`src/design/fdld_pkg.sv`:
```
// ----------------------------------------------------------------------------
// fdld_pkg
// Shared widths, types and register codes of the line derivative unit.
// ----------------------------------------------------------------------------
package fdld_pkg;

  localparam int unsigned MaxLine = 4096;
  localparam int unsigned MinLine = 4;
  localparam int unsigned PosW    = $clog2(MaxLine);
  localparam int unsigned LenEffW = PosW + 1;
  localparam int unsigned LenW    = 13;
  localparam int unsigned IdxW    = 12;
  localparam int unsigned DataW   = 32;
  localparam int unsigned SumW    = 36;
  localparam int unsigned MagHiW  = SumW - DataW;
  localparam int unsigned ProdW   = SumW + DataW;
  localparam int unsigned CfgIdxW = 2;

  localparam int unsigned SlopeShift = 17;
  localparam int unsigned CurvShift  = 16;

  typedef enum logic [CfgIdxW-1:0] {
    CfgLineLength = 2'd0,
    CfgInvStep    = 2'd1,
    CfgInvStepSq  = 2'd2
  } cfg_reg_e;

  typedef logic signed [DataW-1:0] sample_t;
  typedef logic signed [SumW-1:0]  sum_t;

endpackage

```
`src/design/fdld_cell.sv`:
```
// ----------------------------------------------------------------------------
// fdld_cell
// One tap of the sample window; takes its neighbor's sample on each beat.
// ----------------------------------------------------------------------------
module fdld_cell (
  input  logic              clk_i,
  input  logic              en_i,
  input  fdld_pkg::sample_t d_i,
  output fdld_pkg::sample_t q_o
);

  fdld_pkg::sample_t tap_q;

  always_ff @(posedge clk_i) begin
    if (en_i) begin
      tap_q <= d_i;
    end
  end

  assign q_o = tap_q;

endmodule

```
`config.mk`:
```
export PLATFORM = sky130hd
export DESIGN_NAME = fdld_cell
export DESIGN_NICKNAME = d
export VERILOG_FILES = /design/src/design/fdld_pkg.sv /design/src/design/fdld_cell.sv
export SDC_FILE = /design/constraint.sdc
export NUM_CORES = 1
export LEC_CHECK = 0
export BUFFER_PORTS_ARGS = -buffer_cell sky130_fd_sc_hd__buf_2
export CORE_ASPECT_RATIO = 1.75
export CORE_UTILIZATION = 35
export CTS_BUF_LIST = sky130_fd_sc_hd__clkbuf_16
export CTS_CLUSTER_DIAMETER = 120
export CTS_CLUSTER_SIZE = 16
export DETAILED_ROUTE_END_ITERATION = 8
export PLACE_DENSITY = 0.78
export SLEW_MARGIN = 15
export SYNTH_ARGS = -nofsm -noshare
export SYNTH_HDL_FRONTEND = slang
export SYNTH_SLANG_ARGS = --single-unit
```
`constraint.sdc`:
```
create_clock -name clk_i -period 0.8 [get_ports clk_i]
set_input_delay 0.08 -clock clk_i [delete_from_list [all_inputs] [get_ports clk_i]]
set_output_delay 0.08 -clock clk_i [all_outputs]
set_load 0.01 [all_outputs]
```
# Yosys cells after proc, flatten, opt, wreduce, memory -nomap -nowiden
# Index checks and enable logic that the tools add are counted.
[word_totals]
memories = 0
latch_bits = 0
output_inout_bits = 32
ram_bits = 0
wordCells = 1
input_bits = 34
reg_bits = 32
mem_bits_ro = 0
[classes]
eq_ne = 0
n_mux = 0
n_reduce_logical = 0
magnitude_cmp = 0
multipliers = 0
n_div = 0
n_shift = 0
addsub = 0
bitwise_logic = 0

# Logic depth before layout (Yosys ltp)
[logic_depth]
ltp_word = 0
depth_mapped = 0
mapped_depth_nobuf = 0

# Worst setup path after synthesis
# No wires, ideal clock.
[synth_timing]
kind = "reg-to-output"
startpoint = "register tap_q[0] (netlist: q_o[0])"
endpoint = "output q_o[0]"
path_stages_with_launch = 1
arrival_ps = 394
slack_ps = 326
path_buffers = 0
t_required_ps = 720
path_cell_list = "edfxtp_1"
[synth_lines]
columns = ["item", "line_no", "text"]
rows = [
  ["start: declaration", "fdld_cell.sv:12", "fdld_pkg::sample_t tap_q;"],
  ["start signal: assignment", "fdld_cell.sv:16", "tap_q <= d_i;"],
  ["end: declaration", "fdld_cell.sv:9", "output fdld_pkg::sample_t q_o"],
]
# No word-level cell between the ends.

# Final worst setup path
[layout_timing]
startpoint = "register tap_q[21] (netlist: q_o[21])"
endpoint = "output q_o[21]"
# No word-level cell between the ends.

==> summary.md <==
| Metric | Value |
|---|---|
| Initial detailed-routing violation count | 10 |
| Unrepaired setup endpoints after global routing | yes |
| Worst path max stage delay | 0.37 ns |
| Max Fclk | 1147 MHz |
| Slew HR | 92.98% |
| DRT Wirelength | 2158 um |
| Clock sinks | 32 |
| Worst Setup Start Kind | register |
| Fin crit share | 109.0% |
| Core ar. | 2552 um2 |
| # Max-Cap Violations | 0 |
| Die Ht | 71.32 um |
| Min Clock Period, post-route | 0.8722 ns |
| Syn Inst Count | 32 |
| Clock Path Buffers | 2 |
| FILL cells | 155 |
| P_leak | 0.7924 nW |
| # setup viols final | 32 |
| Die ar. | 2967 um2 |
| Layout cells sized above 1 | 53.24% |
| CP required | 0.72 ns |
| VDD IR-drop max | 2.556 mV |
| Area Growth Syn to Fin | 89.19% |
| Flops & latches, synth | 32 |
| Synthesized area per cell | 30.03 um2 |
| Routed len/inst | 13.08 um |
| Largest net degree at the start of global routing | 17 |
| DIE WIDTH | 41.61 um |
| CP cell instances | buf_2 |
| GP Congestion | 0.6053 |
| Port Buffers | 65 |
| HP Class | in2reg |
| GR Overflow Total | 0 |
| Vias in the first global route | 768 |
| Core Rows | 24 |
| CP endpoint kind | primary output |
| Slowest stage cell, crit path | edfxtp_1 |
| Overall global routing resource usage | 16.39% |
| Crit path buf inv count | 1 |
| Cell family with most CP delay | flip-flops |
| Crit path DAT | 0.79 ns |
| Worst setup path category | reg2out |
| Initial antenna violation count | 0 |
| TritonCTS Buffers | 5 |
| Multi-input gate count | 0 |
| Status | finished with violations |
| Synth cell types | 1 |
| Number of diodes | 0 |
| CP Max Fanout | 1 |
| Post-synthesis sequential area ratio | 100.0% |
| Synthesized cell area | 960.9 um2 |
| Post-layout util | 71.23% |
| Global-route wire length before repair | 3415 um |
| Max-slew violations | 0 |
| Multi-input logic area | 0 um2 |
| H-tree lvl count | 2 |
| Clk root buf | clkbuf_16 |
| Worst Hold Margin | 0.2366 ns |
| Syn. warnings | 0 |
| Num ports | 66 |
| Post-Layout Cell Count | 165 |
| DRC violations left | 0 |
| Post-layout net count | 172 |
| Drt pass-1 iters | 2 |
| DP Cell Count | 125 |
| Via/cell ratio | 4.248 |
| Post-route ant nets | 0 |
| Max reg flops | 32 |
| Clock tree from TritonCTS | yes |
| Total power | 0.004187 W |
| Worst slew pin tran | 0.1060 ns |
| Final Hold Viols | 0 |
| Violated checks | setup timing |
| Power density over the cells | 2303 nW/um2 |
| Via count | 701 |
| Initial Utilization | 37.65% |
| Worst setup slack after layout | -0.07218 ns |
| Syn_nets | 66 |
| Clock-pin slew on the worst setup and hold paths | 0.05 ns |
[worst paths after layout]
check               from                end  cells past startpoint  slack [ns]
min                 en_i  q_o[26]$_DFFE_PP_                      2        0.24
max    q_o[21]$_DFFE_PP_            q_o[21]                      1       -0.07
[per-layer routing]
layer / share of wire [%] / track usage [%] / up-vias
li1: - / - / 340
met1: 31 / 15.03 / 325
met2: 61 / 30.56 / 32
met3: 6.0 / 6.297 / 4
met4: 1.7 / 7.527 / 0
met5: 0 / 0 / -
[layout make-up]
| class | count | area, um2 | area share [%] |
|---|---|---|---|
| Sequential cell | 32 | 960.9 | 52.86 |
| Timing Repair Buffer | 99 | 685.7 | 37.72 |
| Clock buffer | 5 | 125.1 | 6.882 |
| Tap cell | 26 | 32.53 | 1.789 |
| Clock inverter | 3 | 13.76 | 0.7571 |
[through the flow]
stage | area [um2] | TNS, ns | setup slack (ns)
3_5_place_dp | 1359 | 0 | 0.1242
3_3_place_gp | 1359 | 0 | 0.1314
4_1_cts | 1818 | -1.628 | -0.07501
2_1_floorplan | 960.9 | 0 | 0.3262
6_report | 1818 | -1.422 | -0.07218
5_1_grt | 1818 | -2.375 | -0.1006
[cells in the mapped netlist]
library cell | count | area share (%)
edfxtp_1 | 32 | 100
[where the power goes]
group / total [W] / switching, W / leakage (nW) / internal (W)
Combinational: 0.000449 / 0.000189 / 0.408 / 0.000259
Sequential: 0.00202 / 0.0000283 / 0.313 / 0.00200
Clock: 0.00171 / 0.000590 / 0.0710 / 0.00112
Total: 0.00419 / 0.000808 / 0.792 / 0.00338
[layout by cell type (no fill, tap or decap)]
master / netlist / routed
clkbuf_16: 0 / 5
buf_12: 0 / 2
clkinv_2: 0 / 2
buf_2: 0 / 65
clkinv_1: 0 / 1
edfxtp_1: 32 / 32
dlygate4sd3_1: 0 / 32
[logic make-up (layout without fill, tap and decap cells)]
family	Yosys count	count (layout)	share of synthesized area [%]
flops	32	32	100.0
buf+inv	0	107	0
[repair_timing]
item	4_1_cts	5_1_grt
endpoints found under the setup margin	32	32
gates resized for setup	0	0
hold buffers	32	0
endpoints found under the hold margin	32	0
buffers inserted	0	0
No activity file was read; power rests on OpenSTA's default activity.
