<file path="src/design/fdld_pkg.sv">
// ----------------------------------------------------------------------------
// fdld_pkg
// Shared widths, types and register codes of the line derivative unit.
// ----------------------------------------------------------------------------
package fdld_pkg;

  localparam int unsigned MaxLine = 4096;
  localparam int unsigned MinLine = 4;
  localparam int unsigned PosW    = $clog2(MaxLine);
  localparam int unsigned LenEffW = PosW + 1;
  localparam int unsigned LenW    = 13;
  localparam int unsigned IdxW    = 12;
  localparam int unsigned DataW   = 32;
  localparam int unsigned SumW    = 36;
  localparam int unsigned MagHiW  = SumW - DataW;
  localparam int unsigned ProdW   = SumW + DataW;
  localparam int unsigned CfgIdxW = 2;

  localparam int unsigned SlopeShift = 17;
  localparam int unsigned CurvShift  = 16;

  typedef enum logic [CfgIdxW-1:0] {
    CfgLineLength = 2'd0,
    CfgInvStep    = 2'd1,
    CfgInvStepSq  = 2'd2
  } cfg_reg_e;

  typedef logic signed [DataW-1:0] sample_t;
  typedef logic signed [SumW-1:0]  sum_t;

endpackage

</file>
<file path="src/design/fdld_scale.sv">
// ----------------------------------------------------------------------------
// fdld_scale
// Three-stage scaling lane: magnitude, split product, round and saturate.
// ----------------------------------------------------------------------------
module fdld_scale (
  input  logic                       clk_i,
  input  logic                       en_i,
  input  logic                       half_i,
  input  fdld_pkg::sum_t             num_i,
  input  logic [fdld_pkg::DataW-1:0] k_i,
  output fdld_pkg::sample_t          res_o,
  output logic                       sat_o
);

  localparam int unsigned DataW = fdld_pkg::DataW;
  localparam int unsigned SumW  = fdld_pkg::SumW;
  localparam int unsigned ProdW = fdld_pkg::ProdW;
  localparam int unsigned HiW   = fdld_pkg::MagHiW + DataW;

  logic              neg1_q;
  logic [SumW-1:0]   mag_q;
  logic [SumW-1:0]   mag_d;
  logic              neg2_q;
  logic [2*DataW-1:0] plo_q;
  logic [HiW-1:0]    phi_q;
  logic [ProdW-1:0]  rnd;
  logic [ProdW-1:0]  total;
  logic [ProdW-1:0]  qfull;
  logic [ProdW-1:0]  lim_neg;
  logic [ProdW-1:0]  lim_pos;
  fdld_pkg::sample_t res_d;
  fdld_pkg::sample_t res_q;
  logic              sat_d;
  logic              sat_q;

  always_comb begin
    if (num_i[SumW-1]) begin
      mag_d = SumW'(~num_i) + SumW'(1);
    end else begin
      mag_d = SumW'(num_i);
    end
  end

  always_comb begin
    lim_neg = ProdW'(1) << (DataW - 1);
    lim_pos = lim_neg - ProdW'(1);
    if (half_i) begin
      rnd = ProdW'(1) << (fdld_pkg::SlopeShift - 1);
    end else begin
      rnd = ProdW'(1) << (fdld_pkg::CurvShift - 1);
    end
    total = {phi_q, {DataW{1'b0}}} + ProdW'(plo_q) + rnd;
    if (half_i) begin
      qfull = total >> fdld_pkg::SlopeShift;
    end else begin
      qfull = total >> fdld_pkg::CurvShift;
    end
    sat_d = 1'b0;
    if (neg2_q) begin
      if (qfull > lim_neg) begin
        sat_d = 1'b1;
        res_d = fdld_pkg::sample_t'(lim_neg[DataW-1:0]);
      end else begin
        res_d = fdld_pkg::sample_t'(~qfull[DataW-1:0] + DataW'(1));
      end
    end else begin
      if (qfull > lim_pos) begin
        sat_d = 1'b1;
        res_d = fdld_pkg::sample_t'(lim_pos[DataW-1:0]);
      end else begin
        res_d = fdld_pkg::sample_t'(qfull[DataW-1:0]);
      end
    end
  end

  always_ff @(posedge clk_i) begin
    if (en_i) begin
      neg1_q <= num_i[SumW-1];
      mag_q  <= mag_d;
      neg2_q <= neg1_q;
      plo_q  <= mag_q[DataW-1:0] * k_i;
      phi_q  <= mag_q[SumW-1:DataW] * k_i;
      res_q  <= res_d;
      sat_q  <= sat_d;
    end
  end

  assign res_o = res_q;
  assign sat_o = sat_q;

endmodule

</file>
<file path="config.mk">
export PLATFORM = sky130hd
export DESIGN_NAME = fdld_scale
export DESIGN_NICKNAME = d
export VERILOG_FILES = /design/src/design/fdld_pkg.sv /design/src/design/fdld_scale.sv
export SDC_FILE = /design/constraint.sdc
export NUM_CORES = 2
export LEC_CHECK = 0
export ABC_AREA = 1
export BUFFER_PORTS_ARGS = -buffer_cell sky130_fd_sc_hd__buf_2
export CAP_MARGIN = 20
export CORE_UTILIZATION = 36
export CTS_CLUSTER_SIZE = 28
export DETAILED_ROUTE_END_ITERATION = 6
export SLEW_MARGIN = 20
export SYNTH_ARGS = -nofsm -noshare
export SYNTH_HDL_FRONTEND = slang
export SYNTH_SLANG_ARGS = --single-unit
</file>
<file path="constraint.sdc">
create_clock -name clk_i -period 11.3 [get_ports clk_i]
set_input_delay 0.565 -clock clk_i [delete_from_list [all_inputs] [get_ports clk_i]]
set_output_delay 0.565 -clock clk_i [all_outputs]
set_load 0.05 [all_outputs]
</file>
Word-level counts from Yosys, hierarchy flattened --
Cells that the tools add are included.
Word-level totals: memories 0, RAM bits 0, bits in latches 0, bits in registers 171, memory bits (read-only) 0
Cells by class: reductions and logical operators 0, $lt $le $gt $ge 2, mux-type cells 9, bitwise logic cells 2, shifts and indexed selects 0, div/mod/pow operators 0, multipliers 2, eq/ne operators 0, add/sub/neg operators 4
Operators with widths (number):
- 32-bit two-way mux | 3
- 68-bit by 64-bit adder with 68-bit output | 1
- 68-bit adder | 1
- 68-bit by 31-bit greater-than comparator with 1-bit output (second input constant) | 1
- 68-bit by 32-bit greater-than comparator with 1-bit output (second input constant) | 1
- 32-bit by 32-bit multiplier with 64-bit output | 1
- 52-bit two-way mux | 1
- 36-bit by 2-bit adder with 36-bit output (second input constant) | 1
- 4-bit by 32-bit multiplier with 36-bit output | 1
- 36-bit NOT | 1
- 35-bit two-way mux | 1
- 32-bit by 1-bit adder with 32-bit output (second input constant) | 1
- 32-bit NOT | 1
- 17-bit two-way mux | 1
- 1-bit two-way mux | 3

Logic depth before layout (Yosys ltp) --
depth after elaboration 7, depth in mapped cells 33, gate-level depth less buffers 31

Worst setup path after synthesis --
Ideal clock, no wire load.
path kind input -> register, from input k_i[10] (netlist name), to register plo_q[52] (data pin), stages 27, data arrival time 6.858 ns, setup time 0.260 ns, setup slack 4.182 ns, path through clkbuf_1 clkbuf_1 nand2_1 inv_1 fa_1 fa_1 inv_1 fa_1 fa_1 inv_1 fa_1 fa_1 fa_1 inv_1 fa_1 inv_1 ha_1 nand2_1 nor2_1 inv_1 nor4_1 a21oi_1 o21ai_0 nand2_1 nand2_1 a21oi_1 xnor2_1
Between the ends: word-level cells in the longest chain between the ends 1
RTL lines:
- start: declaration | RTL line fdld_scale.sv:10 | input logic [fdld_pkg::DataW-1:0] k_i,
- 32-bit by 32-bit multiplier with 64-bit output | RTL line fdld_scale.sv:81 | plo_q <= mag_q[DataW-1:0] * k_i;
- end signal: assignment | RTL line fdld_scale.sv:81
- end: declaration | RTL line fdld_scale.sv:24 | logic [2*DataW-1:0] plo_q;
No other way between the ends. A chain may end at the register's enable or synchronous reset.

Worst setup path after layout --
from register mag_q[17], to register plo_q[59] (data pin)
Between the ends: word-level cells in the longest chain between the ends 1
RTL lines:
- start: declaration | RTL line fdld_scale.sv:21 | logic [SumW-1:0] mag_q;
- start signal: assignment | RTL line fdld_scale.sv:79 | mag_q <= mag_d;
- 32-bit by 32-bit multiplier with 64-bit output | RTL line fdld_scale.sv:81
No other way between the ends.

==> flow_summary.toml <==
[timing]
hold_ws_ns = 0.273
fmax_mhz = 122
fin_ws_ns = 3.09
final.setup.tns_ns = 0
setup_viol = 0
hold_viol = 0
slew_headroom = 0.253
tightest_slew_ns = 1.12
clock_skew_ns = 0.0165
period_needed_ns = 8.21
finalMaxSlewViolations = 0
grt_setup_unrepaired = "no"
finalCritPeriodShare = 0.727

[synthesis]
synth_cell_types = 51
synth.area.top_cells = "fa_1 38%, inv_1 15%, nand2_1 14%, edfxtp_1 9.4%, ha_1 8.4%"
synth_ff_type = "edfxtp_1"
mappedNetlistArea_mm2 = 0.0498
yosys.area.top_type_share = 0.384
syn_nets = 8011
synth_edf_count = 156
ys_warn_count = 0
ys_seq_area_frac = 0.0940
ys_seq_elements = 156
synthArstFlopShare = 0
synth_top_area_cell = "fa_1"
avgSynthCellArea_um2 = 7.49
netlist_instances = 6648

[cells_and_area]
layout.nets = 7921
drive_gt1_frac = 0.0408
area_growth_syn_to_layout_pct = 5.39
layout_commonest_cell = "inv_1"
diodes = 0
mostFrequentLayoutCells = "1943 x inv_1, 1822 x nand2_1, 956 x fa_1, 336 x ha_1, 304 x nor2_1"

[worst_setup_path]
cp.required_ns = 11.55
worstPathArrival_ns = 8.46
crit_type = "reg2reg"
cp_slowest_cell = "edfxtp_1"
cp_common_cell = "fa_1"
cp_slowest_stage_delay_ns = 0.96
critPathMaxFanout = 18
end_kind = "register"
crit_chain = "buf_4 > nand2_1 > fa_1 > fa_1 > inv_1 > fa_1 > fa_1 > fa_1 > fa_1 > fa_1 > inv_1 > fa_1 > inv_1 > ha_1 > a21oi_1 > inv_1 > a31oi_1 > inv_1 > a21oi_1 > o21ai_0 > a221oi_1 > nand2_1 > xor2_1"
critical_path.startpoint_type = "register"

[global_routing]
grt_max_degree = 87
gr-usage-all-layers = 0.221
grt_pass1_vias = 43400
antenna_found_initial = 2
grt_overflow = 0
grt_pass1_wl_um = 241000

[placement]
portBuffers = 103
place.gp.congestion = 0.967
hpwl_um = 118000
dp_slack_ns = 3.10

[clock_tree]
cts_num_sinks = 156
cts_tree = "done"
cts-hold-fix-buffers = 0
clkTransAtPathRegs_ns = 0.07
clock_latency_ns = 0.51
postCtsSetupBuffers = 0
clockBufferDepth = 2
cts_buffers = 17
cts_resized = 0
htreeDepth = 4
cts_root_buffer = "clkbuf_16"

[flow_run]
max_cap_violations = 0

[detailed_routing]
viasPerCell = 4.88
route.detailed.drc = 0
drtPass1Iterations = 6
ant_nets = 0
dr_total_vias = 40800
drtIter0Drc = 3090
wl_per_cell_um = 18.1
routed_wl_um = 151000

[floorplan]
rows = 136
core_area_mm2 = 0.137
ios = 104
die_w_um = 374
die_h_um = 374
start_util = 0.363
die_area_mm2 = 0.140

[hold_path]
hp-class = "in2reg"

[status]
status = "finished clean"
final cells by class:
type / count / area, µm²
timing repair buffer: 157 / 927
clock inverter: 14 / 135
multi-input combinational: 4269 / 36700
tap: 1794 / 2240
clock buffer: 17 / 425
inverter: 1957 / 7350
sequential: 156 / 4680
fill: 14300 / 84800
final timing paths:
path,startpoint,endpoint,slack [ns],cells past startpoint
setup reg to reg,mag_q[17],plo_q[59],3.09,23
hold reg to reg,neg1_q,neg2_q,0.79,0
setup / recovery,mag_q[17],plo_q[59],3.09,23
hold / removal,num_i[0],mag_q[0],0.27,1
synth_stat cells (all sizes together), types with 6 or more instances:
master / count
fa: 956
a21oi: 166
ha: 336
o31ai: 6
o21ai: 87
nor4: 11
nand3: 180
a221oi: 7
nor3: 26
edfxtp: 156
nand2: 1855
clkbuf: 241
nand3b: 10
o211ai: 7
buf: 25
o21bai: 6
inv: 1955
nand4: 70
xor2: 100
a31oi: 29
o21a: 19
xnor2: 44
nor2: 329
worst max-delay path, delay by kind of cell, from the launching register on:
| family | cells | cell delay, ns |
|---|---|---|
| AOI/OAI and AO/OA | 5 | 1.18 |
| xor gates and xnor gates | 1 | 0.15 |
| buffers and inverters | 6 | 0.79 |
| and+or+nand+nor | 2 | 0.26 |
| DFF | 1 | 0.96 |
| adders and majority gates | 9 | 4.64 |
per-stage QoR:
| stage | utilization | instances | cell area [µm²] |
|---|---|---|---|
| after floorplan | - | 6648 | 49800 |
| after global placement | 0.378 | 8333 | 51900 |
| after detailed placement | 0.378 | 8333 | 51900 |
| after CTS | 0.382 | 8364 | 52500 |
| after global routing | 0.382 | 8364 | 52500 |
| final | 0.382 | 8364 | 52500 |
layer usage:
metal / GRT usage / vias to the layer above / wire, µm
met1: 0.300 / 20200 / 66700
li1: - / 18900 / -
met2: 0.365 / 1442 / 69400
met4: 0.0623 / 2 / 4330
met5: 0 / - / 11
met3: 0.0330 / 237 / 10600
state kept, by name, summed over array words and instances (netlist names):
name	count
neg2_q	1
phi_q	36
mag_q	36
res_o	32
plo_q	49
neg1_q	1
sat_o	1
logic make-up (layout without fill, tap and decap cells):
kind of cell / after synthesis / count (layout) / share of synthesized area
AO/OA/AOI/OAI: 341 / 341 / 0.0384
XOR/XNOR: 144 / 144 / 0.0253
adder cells (fa/ha/maj): 1292 / 1292 / 0.469
buffers and inverters: 2223 / 2145 / 0.169
flip-flops: 156 / 156 / 0.0940
AND/OR/NAND/NOR: 2492 / 2492 / 0.205
Power is left out: the tool's default activity adds up to more than one toggle a clock period on the data nets, which glitch-free logic cannot reach.
